[src/rtl/dvrt_pkg.sv]
// Shared types and constants of the distance-vector route table.
// No dependencies; every other file but dvrt_ram takes names from here by scope.
package dvrt_pkg;

  // default configuration of the top level
  localparam int unsigned NODE_COUNT_DEF = 8;
  localparam int unsigned DIST_BITS_DEF  = 20;

  // fixed field widths of the channels
  localparam int unsigned OPCODE_W   = 2;
  localparam int unsigned NODE_W     = 3;
  localparam int unsigned WEIGHT_W   = 16;
  localparam int unsigned OUT_DIST_W = 20;

  // operations carried by an input item
  typedef enum logic [OPCODE_W-1:0] {
    OP_ADD_LINK  = 2'd0,
    OP_SET_ENTRY = 2'd1,
    OP_RECOMPUTE = 2'd2
  } opcode_e;

  // sequencer states
  typedef enum logic [3:0] {
    ST_CLEAR,
    ST_IDLE,
    ST_LINK_RD,
    ST_LINK_WR,
    ST_SET_DIAG,
    ST_SET_WR,
    ST_NB_CHECK,
    ST_NB_COST,
    ST_D_RDNB,
    ST_D_RDOWN,
    ST_D_UPD,
    ST_EMIT_RD,
    ST_EMIT_WR
  } state_e;

endpackage

[src/rtl/dvrt_cfg_if.sv]
// Configuration write channel: valid/ready and the own node index.
// Depends on dvrt_pkg for the field width.
interface dvrt_cfg_if;
  logic                        valid;
  logic                        ready;
  logic [dvrt_pkg::NODE_W-1:0] data;

  modport source (output valid, output data, input ready);
  modport sink   (input valid, input data, output ready);
endinterface

[src/rtl/dvrt_in_if.sv]
// Input item channel: valid/ready plus opcode, nodes and weight.
// Depends on dvrt_pkg for the field widths.
interface dvrt_in_if;
  logic                          valid;
  logic                          ready;
  logic [dvrt_pkg::OPCODE_W-1:0] opcode;
  logic [dvrt_pkg::NODE_W-1:0]   src_node;
  logic [dvrt_pkg::NODE_W-1:0]   dest_node;
  logic [dvrt_pkg::WEIGHT_W-1:0] weight;

  modport source (output valid, output opcode, output src_node, output dest_node,
                  output weight, input ready);
  modport sink   (input valid, input opcode, input src_node, input dest_node,
                  input weight, output ready);
endinterface

[src/rtl/dvrt_out_if.sv]
// Result item channel: valid/ready plus node, known, distance and last.
// Depends on dvrt_pkg for the field widths.
interface dvrt_out_if;
  logic                            valid;
  logic                            ready;
  logic [dvrt_pkg::NODE_W-1:0]     node;
  logic                            known;
  logic [dvrt_pkg::OUT_DIST_W-1:0] distance;
  logic                            last;

  modport source (output valid, output node, output known, output distance,
                  output last, input ready);
  modport sink   (input valid, input node, input known, input distance,
                  input last, output ready);
endinterface

[src/rtl/dvrt_ram.sv]
// Generic simple dual-port RAM: one write port, one registered read port.
// No dependencies.
module dvrt_ram #(
  parameter  int unsigned WIDTH = 8,
  parameter  int unsigned DEPTH = 16,
  localparam int unsigned AW    = $clog2(DEPTH)
) (
  input  logic             clk_i,
  input  logic             we_i,
  input  logic [AW-1:0]    waddr_i,
  input  logic [WIDTH-1:0] wdata_i,
  input  logic             re_i,
  input  logic [AW-1:0]    raddr_i,
  output logic [WIDTH-1:0] rdata_o
);

  logic [WIDTH-1:0] mem_q [DEPTH];

  // write and registered read; read data holds while re_i is low
  always_ff @(posedge clk_i) begin
    if (we_i) begin
      mem_q[waddr_i] <= wdata_i;
    end
    if (re_i) begin
      rdata_o <= mem_q[raddr_i];
    end
  end

endmodule

[src/rtl/distance_vector_route_table_top.sv]
// Distance-vector route table: cost table in one RAM, sequencer does read-modify-write.
// Add link is a read then a conditional write, set entry one or two writes; recompute runs
// relaxation passes over the neighbors (N = NODE_COUNT, one RAM read per step), passes repeat
// until stable, then one result per node is emitted. One item is worked on at a time.
// After reset and after every self_node write a clearing pass over all NODE_COUNT^2 cells runs;
// no item is taken during it. Depends on dvrt_pkg, the channel interfaces and dvrt_ram.
module distance_vector_route_table_top #(
  parameter int unsigned NODE_COUNT = dvrt_pkg::NODE_COUNT_DEF,
  parameter int unsigned DIST_BITS  = dvrt_pkg::DIST_BITS_DEF
) (
  input  logic       clk_i,
  input  logic       rst_ni,
  dvrt_cfg_if.sink   cfg_i,
  dvrt_in_if.sink    in_i,
  dvrt_out_if.source out_o
);

  localparam int unsigned IDX_W    = $clog2(NODE_COUNT);
  localparam int unsigned DEPTH    = NODE_COUNT * NODE_COUNT;
  localparam int unsigned ADDR_W   = $clog2(DEPTH);
  localparam int unsigned WORD_W   = DIST_BITS + 1;
  localparam int unsigned EMIT_CNT = (NODE_COUNT < 8) ? NODE_COUNT : 8;
  localparam int unsigned EMIT_W   = $clog2(EMIT_CNT);

  localparam logic [IDX_W-1:0]                LAST_IDX  = IDX_W'(NODE_COUNT - 1);
  localparam logic [ADDR_W-1:0]               LAST_ADDR = ADDR_W'(DEPTH - 1);
  localparam logic [EMIT_W-1:0]               LAST_EMIT = EMIT_W'(EMIT_CNT - 1);
  localparam logic [DIST_BITS-1:0]            DMAX      = '1;
  localparam logic [dvrt_pkg::OUT_DIST_W-1:0] OUT_MAX   = '1;

  // table cell address of row, column
  function automatic logic [ADDR_W-1:0] cell_addr(input logic [IDX_W-1:0] row,
                                                  input logic [IDX_W-1:0] col);
    return ADDR_W'(row) * ADDR_W'(NODE_COUNT) + ADDR_W'(col);
  endfunction

  // control state
  dvrt_pkg::state_e              state_q, state_d;
  logic [dvrt_pkg::NODE_W-1:0]   self_q, self_d;
  logic [ADDR_W-1:0]             clr_q, clr_d;
  logic [NODE_COUNT-1:0]         nbr_q, nbr_d;
  logic [NODE_COUNT-1:0]         row_q, row_d;
  logic                          change_q, change_d;
  logic [IDX_W-1:0]              nb_q, nb_d;
  logic [IDX_W-1:0]              d_q, d_d;
  logic [EMIT_W-1:0]             emit_q, emit_d;
  logic                          out_valid_q;

  // latched item fields and working values
  logic [IDX_W-1:0]              src_q, src_d;
  logic [IDX_W-1:0]              dst_q, dst_d;
  logic [DIST_BITS-1:0]          w_q, w_d;
  logic [DIST_BITS-1:0]          nbcost_q, nbcost_d;
  logic [DIST_BITS-1:0]          sum_q, sum_d;

  // result register
  logic [dvrt_pkg::NODE_W-1:0]   out_node_q;
  logic                          out_known_q;
  logic [dvrt_pkg::OUT_DIST_W-1:0] out_dist_q;
  logic                          out_last_q;
  logic                          out_load;
  logic                          out_free;

  // RAM ports
  logic                          mem_we;
  logic [ADDR_W-1:0]             mem_waddr;
  logic [WORD_W-1:0]             mem_wdata;
  logic                          mem_re;
  logic [ADDR_W-1:0]             mem_raddr;
  logic [WORD_W-1:0]             mem_rdata;
  logic                          rd_known;
  logic [DIST_BITS-1:0]          rd_cost;

  // decoded helpers
  logic                          in_fire;
  logic                          cfg_fire;
  logic                          self_ok;
  logic [IDX_W-1:0]              self_idx;
  logic [ADDR_W-1:0]             diag_addr;
  logic                          src_in_ok;
  logic                          dst_in_ok;
  logic [IDX_W-1:0]              src_in;
  logic [IDX_W-1:0]              dst_in;
  logic [31:0]                   w_ext;
  logic [DIST_BITS-1:0]          w_clamp;
  logic [DIST_BITS:0]            sum_full;
  logic [DIST_BITS-1:0]          sum_sat;
  logic                          relax_upd;
  logic                          nb_more;
  logic                          nb_last;
  logic                          d_last;
  logic [NODE_COUNT-1:0]         cfg_row_init;
  logic [31:0]                   rd_cost_ext;
  logic [dvrt_pkg::OUT_DIST_W-1:0] rd_cost_out;

  dvrt_ram #(
    .WIDTH (WORD_W),
    .DEPTH (DEPTH)
  ) u_table (
    .clk_i   (clk_i),
    .we_i    (mem_we),
    .waddr_i (mem_waddr),
    .wdata_i (mem_wdata),
    .re_i    (mem_re),
    .raddr_i (mem_raddr),
    .rdata_o (mem_rdata)
  );

  assign rd_known = mem_rdata[DIST_BITS];
  assign rd_cost  = mem_rdata[DIST_BITS-1:0];

  // handshakes
  assign cfg_i.ready = 1'b1;
  assign cfg_fire    = cfg_i.valid;
  assign in_i.ready  = (state_q == dvrt_pkg::ST_IDLE) && !cfg_i.valid;
  assign in_fire     = in_i.valid && in_i.ready;
  assign out_free    = !out_valid_q || out_o.ready;

  // node index checks and narrowing
  assign self_ok   = 32'(self_q) < NODE_COUNT;
  assign self_idx  = IDX_W'(self_q);
  assign diag_addr = cell_addr(self_idx, self_idx);
  assign src_in_ok = 32'(in_i.src_node) < NODE_COUNT;
  assign dst_in_ok = 32'(in_i.dest_node) < NODE_COUNT;
  assign src_in    = IDX_W'(in_i.src_node);
  assign dst_in    = IDX_W'(in_i.dest_node);

  assign cfg_row_init = (32'(cfg_i.data) < NODE_COUNT) ?
                        (NODE_COUNT'(1) << cfg_i.data) : '0;

  // weight clamp to the table range
  assign w_ext   = 32'(in_i.weight);
  assign w_clamp = (w_ext > 32'(DMAX)) ? DMAX : DIST_BITS'(w_ext);

  // saturating path sum: neighbor cost plus neighbor row entry
  assign sum_full = {1'b0, nbcost_q} + {1'b0, rd_cost};
  assign sum_sat  = sum_full[DIST_BITS] ? DMAX : sum_full[DIST_BITS-1:0];

  // own entry is taken when unknown or strictly worse
  assign relax_upd = (state_q == dvrt_pkg::ST_D_UPD) && (!rd_known || (sum_q < rd_cost));
  assign nb_more   = change_q || relax_upd;
  assign nb_last   = nb_q == LAST_IDX;
  assign d_last    = d_q == LAST_IDX;

  // result distance saturated to the output width
  assign rd_cost_ext = 32'(rd_cost);
  assign rd_cost_out = (rd_cost_ext > 32'(OUT_MAX)) ? OUT_MAX :
                       rd_cost_ext[dvrt_pkg::OUT_DIST_W-1:0];

  // sequencer: next state, RAM accesses, result load
  always_comb begin
    state_d   = state_q;
    self_d    = self_q;
    clr_d     = clr_q;
    nbr_d     = nbr_q;
    row_d     = row_q;
    change_d  = change_q;
    nb_d      = nb_q;
    d_d       = d_q;
    emit_d    = emit_q;
    src_d     = src_q;
    dst_d     = dst_q;
    w_d       = w_q;
    nbcost_d  = nbcost_q;
    sum_d     = sum_q;
    mem_we    = 1'b0;
    mem_waddr = '0;
    mem_wdata = '0;
    mem_re    = 1'b0;
    mem_raddr = '0;
    out_load  = 1'b0;

    case (state_q)
      dvrt_pkg::ST_CLEAR: begin
        mem_we    = 1'b1;
        mem_waddr = clr_q;
        mem_wdata = {self_ok && (clr_q == diag_addr), {DIST_BITS{1'b0}}};
        if (clr_q == LAST_ADDR) begin
          state_d = dvrt_pkg::ST_IDLE;
        end else begin
          clr_d = clr_q + 1'b1;
        end
      end

      dvrt_pkg::ST_IDLE: begin
        if (in_fire) begin
          src_d = src_in;
          dst_d = dst_in;
          w_d   = w_clamp;
          case (dvrt_pkg::opcode_e'(in_i.opcode))
            dvrt_pkg::OP_ADD_LINK: begin
              if (self_ok && dst_in_ok && !nbr_q[dst_in]) begin
                nbr_d[dst_in] = 1'b1;
                state_d       = dvrt_pkg::ST_LINK_RD;
              end
            end
            dvrt_pkg::OP_SET_ENTRY: begin
              if (src_in_ok && dst_in_ok) begin
                if (!row_q[src_in]) begin
                  row_d[src_in] = 1'b1;
                  state_d       = dvrt_pkg::ST_SET_DIAG;
                end else begin
                  state_d = dvrt_pkg::ST_SET_WR;
                end
              end
            end
            dvrt_pkg::OP_RECOMPUTE: begin
              if (self_ok) begin
                nb_d     = '0;
                change_d = 1'b0;
                state_d  = dvrt_pkg::ST_NB_CHECK;
              end else begin
                emit_d  = '0;
                state_d = dvrt_pkg::ST_EMIT_RD;
              end
            end
            default: ;
          endcase
        end
      end

      // add link: enter weight only if own entry is still unknown
      dvrt_pkg::ST_LINK_RD: begin
        mem_re    = 1'b1;
        mem_raddr = cell_addr(self_idx, dst_q);
        state_d   = dvrt_pkg::ST_LINK_WR;
      end

      dvrt_pkg::ST_LINK_WR: begin
        if (!rd_known) begin
          mem_we    = 1'b1;
          mem_waddr = cell_addr(self_idx, dst_q);
          mem_wdata = {1'b1, w_q};
        end
        state_d = dvrt_pkg::ST_IDLE;
      end

      // new row: diagonal first, then the advertised cost unless it is the diagonal itself
      dvrt_pkg::ST_SET_DIAG: begin
        mem_we    = 1'b1;
        mem_waddr = cell_addr(src_q, src_q);
        mem_wdata = {1'b1, {DIST_BITS{1'b0}}};
        state_d   = (dst_q != src_q) ? dvrt_pkg::ST_SET_WR : dvrt_pkg::ST_IDLE;
      end

      dvrt_pkg::ST_SET_WR: begin
        mem_we    = 1'b1;
        mem_waddr = cell_addr(src_q, dst_q);
        mem_wdata = {1'b1, w_q};
        state_d   = dvrt_pkg::ST_IDLE;
      end

      // relaxation: fetch own cost to the neighbor
      dvrt_pkg::ST_NB_CHECK: begin
        if (nbr_q[nb_q] && row_q[nb_q]) begin
          mem_re    = 1'b1;
          mem_raddr = cell_addr(self_idx, nb_q);
          state_d   = dvrt_pkg::ST_NB_COST;
        end else if (nb_last) begin
          change_d = 1'b0;
          nb_d     = '0;
          emit_d   = '0;
          state_d  = nb_more ? dvrt_pkg::ST_NB_CHECK : dvrt_pkg::ST_EMIT_RD;
        end else begin
          nb_d    = nb_q + 1'b1;
          state_d = dvrt_pkg::ST_NB_CHECK;
        end
      end

      dvrt_pkg::ST_NB_COST: begin
        if (rd_known) begin
          nbcost_d = rd_cost;
          d_d      = '0;
          state_d  = dvrt_pkg::ST_D_RDNB;
        end else if (nb_last) begin
          change_d = 1'b0;
          nb_d     = '0;
          emit_d   = '0;
          state_d  = nb_more ? dvrt_pkg::ST_NB_CHECK : dvrt_pkg::ST_EMIT_RD;
        end else begin
          nb_d    = nb_q + 1'b1;
          state_d = dvrt_pkg::ST_NB_CHECK;
        end
      end

      // neighbor row entry, then own row entry of the same column
      dvrt_pkg::ST_D_RDNB: begin
        mem_re    = 1'b1;
        mem_raddr = cell_addr(nb_q, d_q);
        state_d   = dvrt_pkg::ST_D_RDOWN;
      end

      dvrt_pkg::ST_D_RDOWN: begin
        if (rd_known) begin
          sum_d     = sum_sat;
          mem_re    = 1'b1;
          mem_raddr = cell_addr(self_idx, d_q);
          state_d   = dvrt_pkg::ST_D_UPD;
        end else if (!d_last) begin
          d_d     = d_q + 1'b1;
          state_d = dvrt_pkg::ST_D_RDNB;
        end else if (nb_last) begin
          change_d = 1'b0;
          nb_d     = '0;
          emit_d   = '0;
          state_d  = nb_more ? dvrt_pkg::ST_NB_CHECK : dvrt_pkg::ST_EMIT_RD;
        end else begin
          nb_d    = nb_q + 1'b1;
          state_d = dvrt_pkg::ST_NB_CHECK;
        end
      end

      dvrt_pkg::ST_D_UPD: begin
        change_d = nb_more;
        if (relax_upd) begin
          mem_we    = 1'b1;
          mem_waddr = cell_addr(self_idx, d_q);
          mem_wdata = {1'b1, sum_q};
        end
        if (!d_last) begin
          d_d     = d_q + 1'b1;
          state_d = dvrt_pkg::ST_D_RDNB;
        end else if (nb_last) begin
          change_d = 1'b0;
          nb_d     = '0;
          emit_d   = '0;
          state_d  = nb_more ? dvrt_pkg::ST_NB_CHECK : dvrt_pkg::ST_EMIT_RD;
        end else begin
          nb_d    = nb_q + 1'b1;
          state_d = dvrt_pkg::ST_NB_CHECK;
        end
      end

      // report own row, one result per node (at most eight)
      dvrt_pkg::ST_EMIT_RD: begin
        mem_re    = self_ok;
        mem_raddr = cell_addr(self_idx, IDX_W'(emit_q));
        state_d   = dvrt_pkg::ST_EMIT_WR;
      end

      dvrt_pkg::ST_EMIT_WR: begin
        if (out_free) begin
          out_load = 1'b1;
          if (emit_q == LAST_EMIT) begin
            state_d = dvrt_pkg::ST_IDLE;
          end else begin
            emit_d  = emit_q + 1'b1;
            state_d = dvrt_pkg::ST_EMIT_RD;
          end
        end
      end

      default: begin
        state_d = dvrt_pkg::ST_IDLE;
      end
    endcase

    // own node write restarts the table
    if (cfg_fire) begin
      self_d  = cfg_i.data;
      clr_d   = '0;
      nbr_d   = '0;
      row_d   = cfg_row_init;
      state_d = dvrt_pkg::ST_CLEAR;
    end
  end

  // control registers
  always_ff @(posedge clk_i or negedge rst_ni) begin
    if (!rst_ni) begin
      state_q     <= dvrt_pkg::ST_CLEAR;
      self_q      <= '0;
      clr_q       <= '0;
      nbr_q       <= '0;
      row_q       <= NODE_COUNT'(1);
      change_q    <= 1'b0;
      nb_q        <= '0;
      d_q         <= '0;
      emit_q      <= '0;
      out_valid_q <= 1'b0;
    end else begin
      state_q  <= state_d;
      self_q   <= self_d;
      clr_q    <= clr_d;
      nbr_q    <= nbr_d;
      row_q    <= row_d;
      change_q <= change_d;
      nb_q     <= nb_d;
      d_q      <= d_d;
      emit_q   <= emit_d;
      if (out_load) begin
        out_valid_q <= 1'b1;
      end else if (out_o.ready) begin
        out_valid_q <= 1'b0;
      end
    end
  end

  // payload registers
  always_ff @(posedge clk_i) begin
    src_q    <= src_d;
    dst_q    <= dst_d;
    w_q      <= w_d;
    nbcost_q <= nbcost_d;
    sum_q    <= sum_d;
    if (out_load) begin
      out_node_q  <= dvrt_pkg::NODE_W'(emit_q);
      out_known_q <= self_ok && rd_known;
      out_dist_q  <= (self_ok && rd_known) ? rd_cost_out : '0;
      out_last_q  <= emit_q == LAST_EMIT;
    end
  end

  assign out_o.valid    = out_valid_q;
  assign out_o.node     = out_node_q;
  assign out_o.known    = out_known_q;
  assign out_o.distance = out_dist_q;
  assign out_o.last     = out_last_q;

endmodule

[src/flat_wrapper.sv]
// flat-port wrapper written by rule: the top's interface ports become plain ports
module distance_vector_route_table_top_flat 
#(
  parameter int unsigned NODE_COUNT = dvrt_pkg::NODE_COUNT_DEF,
  parameter int unsigned DIST_BITS  = dvrt_pkg::DIST_BITS_DEF
)
  (clk_i, rst_ni, cfg_i_valid, cfg_i_data, cfg_i_ready, in_i_valid, in_i_opcode, in_i_src_node, in_i_dest_node, in_i_weight, in_i_ready, out_o_valid, out_o_node, out_o_known, out_o_distance, out_o_last, out_o_ready);
  dvrt_cfg_if cfg_i_i ();
  dvrt_in_if in_i_i ();
  dvrt_out_if out_o_i ();
  input  logic clk_i;
  input  logic rst_ni;
  input wire logic [$bits(cfg_i_i.valid)-1:0] cfg_i_valid;
  input wire logic [$bits(cfg_i_i.data)-1:0] cfg_i_data;
  output wire logic [$bits(cfg_i_i.ready)-1:0] cfg_i_ready;
  input wire logic [$bits(in_i_i.valid)-1:0] in_i_valid;
  input wire logic [$bits(in_i_i.opcode)-1:0] in_i_opcode;
  input wire logic [$bits(in_i_i.src_node)-1:0] in_i_src_node;
  input wire logic [$bits(in_i_i.dest_node)-1:0] in_i_dest_node;
  input wire logic [$bits(in_i_i.weight)-1:0] in_i_weight;
  output wire logic [$bits(in_i_i.ready)-1:0] in_i_ready;
  output wire logic [$bits(out_o_i.valid)-1:0] out_o_valid;
  output wire logic [$bits(out_o_i.node)-1:0] out_o_node;
  output wire logic [$bits(out_o_i.known)-1:0] out_o_known;
  output wire logic [$bits(out_o_i.distance)-1:0] out_o_distance;
  output wire logic [$bits(out_o_i.last)-1:0] out_o_last;
  input wire logic [$bits(out_o_i.ready)-1:0] out_o_ready;
  assign cfg_i_i.valid = cfg_i_valid;
  assign cfg_i_i.data = cfg_i_data;
  assign cfg_i_ready = cfg_i_i.ready;
  assign in_i_i.valid = in_i_valid;
  assign in_i_i.opcode = in_i_opcode;
  assign in_i_i.src_node = in_i_src_node;
  assign in_i_i.dest_node = in_i_dest_node;
  assign in_i_i.weight = in_i_weight;
  assign in_i_ready = in_i_i.ready;
  assign out_o_valid = out_o_i.valid;
  assign out_o_node = out_o_i.node;
  assign out_o_known = out_o_i.known;
  assign out_o_distance = out_o_i.distance;
  assign out_o_last = out_o_i.last;
  assign out_o_i.ready = out_o_ready;
  distance_vector_route_table_top #(.NODE_COUNT(NODE_COUNT), .DIST_BITS(DIST_BITS)) u_core (.clk_i(clk_i), .rst_ni(rst_ni), .cfg_i(cfg_i_i), .in_i(in_i_i), .out_o(out_o_i));
endmodule
[config.mk]
export PLATFORM = sky130hd
export DESIGN_NAME = distance_vector_route_table_top_flat
export DESIGN_NICKNAME = d
export VERILOG_FILES = /design/src/rtl/dvrt_pkg.sv /design/src/rtl/dvrt_cfg_if.sv /design/src/rtl/dvrt_in_if.sv /design/src/rtl/dvrt_out_if.sv /design/src/rtl/dvrt_ram.sv /design/src/rtl/distance_vector_route_table_top.sv /design/src/flat_wrapper.sv
export SDC_FILE = /design/constraint.sdc
export NUM_CORES = 2
export LEC_CHECK = 0
export BUFFER_PORTS_ARGS = -buffer_cell sky130_fd_sc_hd__buf_2
export CAP_MARGIN = 20
export CORE_MARGIN = 8
export CORE_UTILIZATION = 45
export DETAILED_ROUTE_END_ITERATION = 7
export PLACE_DENSITY_LB_ADDON = 0.25
export SLEW_MARGIN = 20
export SYNTH_ARGS = -nofsm -noshare
export SYNTH_HDL_FRONTEND = slang
export SYNTH_HIERARCHICAL = 1
export SYNTH_SLANG_ARGS = --single-unit
export TNS_END_PERCENT = 30
[constraint.sdc]
create_clock -name clk_i -period 11.63 [get_ports clk_i]
set_clock_uncertainty 0.15 [all_clocks]
set_input_delay 1.163 -clock clk_i [delete_from_list [all_inputs] [get_ports clk_i]]
set_output_delay 1.163 -clock clk_i [all_outputs]
set_load 0.01 [all_outputs]
==> flow_summary.json <==
{
  "drive_above_1_share_pct": 24.06,
  "dr_total_vias": 30610,
  "cts_tree": "built",
  "die_y_microns": 380.4,
  "path_buf_inv": 2,
  "io_buffers": 58,
  "max-slew-margin-rel_pct": 19.27,
  "die_w_microns": 380.4,
  "rsz0062_at_grt": "false",
  "synth_top_family_by_area": "multiplexers",
  "fin_setup_tns_ns": 0,
  "worst_pin_slew_ns": 1.204,
  "startpoint_type": "flip-flop",
  "critPathTopFamily": "simple AND/OR/NAND/NOR gates",
  "worst-r2r-cell-count": 11,
  "ant_nets": 0,
  "route.detailed.drc": 0,
  "grt_pass1_vias": 31230,
  "r2r_setup_slack_ns": 5.16,
  "path_depth": 11,
  "synth_nets": 3142,
  "dp_hpwl_microns": 88970,
  "hp-class": "flip-flop to flip-flop",
  "synth_edf_count": 1452,
  "vias_per_cell": 6.049,
  "cts_setup_buffers": 0,
  "synthTopCellsByArea": "edfxtp_1 (73%), mux4_2 (11%), mux2i_1 (2.7%)",
  "dieArea_sq_um": 144700,
  "fin_crit_sh_pct": 55.66,
  "async_flop_share_pct": 2.681,
  "grt_max_degree": 160,
  "cp.arrival_ns": 6.96,
  "nFillCells": 10350,
  "place_congestion": 0.8415,
  "io_pins": 60,
  "synthMuxAreaShare_pct": 14.16,
  "synth.avg_cell_area_sq_um": 19.53,
  "mostFrequentLayoutCell": "edfxtp_1",
  "powerDensity_nw_per_um2": 159.6,
  "crit_fanout": 31,
  "syn-cell-area_sq_um": 59760,
  "grt_overflow_total": 0,
  "rows": 133,
  "wirelength_microns": 151500,
  "worstPathRequired_ns": 12.12,
  "status": "complete, no violations",
  "min_delay_path_depth": 0,
  "synth_warnings": 6,
  "first_iter_violations": 3747,
  "synth-main-ff-cell": "edfxtp_1",
  "slowest_stage": "dfrtp_1",
  "layout.nets": 3261,
  "first_pass_iters": 7,
  "synth_top_area_cell": "edfxtp_1",
  "placed_area_sq_um": 62400,
  "clk_latency_ns": 0.78,
  "fin_util_pct": 51.11,
  "cts.sinks": 1492,
  "cts_root_buffer": "clkbuf_16",
  "yosys.area_share.simple_pct": 3.455,
  "crit_path_end_kind": "flip-flop",
  "cts_resized": 0,
  "grt_pass1_wl_microns": 219800,
  "hold_viol": 0,
  "yosysSeqAreaShare_pct": 74.64,
  "synth-compound-area-share_pct": 4.600,
  "synth_top_area_share_pct": 72.96,
  "syn_to_final_growth_pct": 12.58,
  "irDropWorstVdd_v": 0.0001605,
  "critPathMaxStageDelay_ns": 0.89,
  "fmax_ghz": 0.1545,
  "htreeDepth": 4,
  "finalSetupViolations": 0,
  "final.min_clock_period_ns": 6.474,
  "start_util_pct": 45.40,
  "cts_max_path_buffers": 3,
  "cts_made_buffers": 154,
  "crit_chain": "nand2b_1 -> nor3_1 -> nand2b_1 -> a221o_4 -> buf_4 -> buf_4 -> nand3b_1 -> o22a_1 -> o21ai_0 -> o31ai_1 -> and3_1",
  "synth_xor_area_share_pct": 0.2931,
  "synthDistinctLibCells": 85,
  "cellLeakagePower_nw": 21.17,
  "antenna_found_initial": 9,
  "max_cap_violations": 0,
  "maxSlewViolCount": 0,
  "hold_buffers": 0,
  "synth_fa_ha_area_share_pct": 1.059,
  "stdcell_area_sq_um": 67280,
  "ys_ff_latch": 1492,
  "post_synth_inst_count": 3060,
  "layout_common_cells": "edfxtp_1 (1452), mux4_2 (292), mux2i_1 (160), clkbuf_16 (156), nor2_1 (82)",
  "critical_path_class": "flip-flop to flip-flop",
  "wire_per_inst_microns": 29.94,
  "clk_pin_slew_ns": 0.06,
  "coreArea_sq_um": 131600,
  "grt_use_total_pct": 20.57
}
==> stage by stage <==
step	worst slack [ns]	std cells	hold slack (ns)	total power [W]
floorplan	6.893	3060	0.2979	0.006050
global placement	5.429	4778	0.3620	0.006112
detailed placement	5.162	4778	0.3732	0.006116
CTS	5.163	5059	0.3616	0.01082
global route	4.786	5059	0.3871	0.01103
finish	5.156	5060	0.3919	0.01074
==> metal layers <==
layer / global-route usage, % / vias up / share of wire [%]
li1: - / 12860 / -
met1: 27.91 / 16160 / 40
met2: 34.14 / 1354 / 49
met3: 3.302 / 235 / 7.6
met4: 6.712 / 0 / 3.1
met5: 0 / - / 0
==> kinds of logic after synthesis <==
logic type      count (synthesis)
mux                           477
other cells                     1
flops                        1492
buf+inv                       215
compound gates                395
simple gates                  410
xor+xnor                       20
fa+ha+maj                      50
==> area by class of cell <==
type                       instances  area [sq um]  area share, %
antenna                            1         2.502       0.003720
clock buffer                     185          4013          5.964
clock inverter                    96         844.6          1.255
inverter                          48         180.2         0.2678
multi-input combinational       1353         14580          21.67
sequential                      1492         44600          66.30
tap                             1755          2196          3.264
timing repair buffer             130         855.8          1.272
==> synth_stat cells, types with 10 or more instances <==
library cell  number
buf_2             36
a22oi_1           54
nor3_1            21
a31oi_1           33
clkbuf_1          74
nor2_1           146
inv_1             48
xnor2_1           11
buf_4             34
nand3b_1          13
nor2b_1           19
edfxtp_1        1452
and3_1            16
nand2b_1          20
a221oi_1          12
nand2_1           79
or2_2             10
o22ai_1           39
a21oi_1           41
o21ai_0           71
dfrtp_1           39
buf_1             11
buf_6             12
mux2i_1          160
ha_1              49
mux4_2           292
nand3_1           32
a211oi_1          22
mux2_2            22
a22o_1            24
o31ai_1           19
o22a_1            14
==> power breakdown <==
part           leakage [nW]  switching, W  internal (W)
clock                  2.37       0.00204       0.00270
combinational          4.62     0.0000913     0.0000419
sequential             14.2     0.0000144       0.00586
total                  21.2       0.00214       0.00860
==> worst paths after layout <==
check	start	to
setup / recovery	u_core/state_q[3]	u_core/u_table/rdata_o[5]
hold / removal	u_core/emit_q[1]	u_core/out_o.node[1]
setup reg to reg	u_core/state_q[3]	u_core/u_table/rdata_o[5]
hold reg to reg	u_core/emit_q[1]	u_core/out_o.node[1]
max in group asynchronous	rst_ni	u_core/state_q[0]
min in group asynchronous	rst_ni	u_core/nbr_q[3]
==> registers in the layout (all words and copies together), names as in the netlist, 4 cells and up <==
name / flops
u_core/clr_q: 6
u_core/nbcost_q: 20
u_core/nbr_q: 8
u_core/out_o.distance: 20
u_core/row_q: 8
u_core/state_q: 4
u_core/sum_q: 20
u_core/u_table/mem_q: 1344
u_core/u_table/rdata_o: 21
u_core/w_q: 16
(Power assumes the default switching activity.)
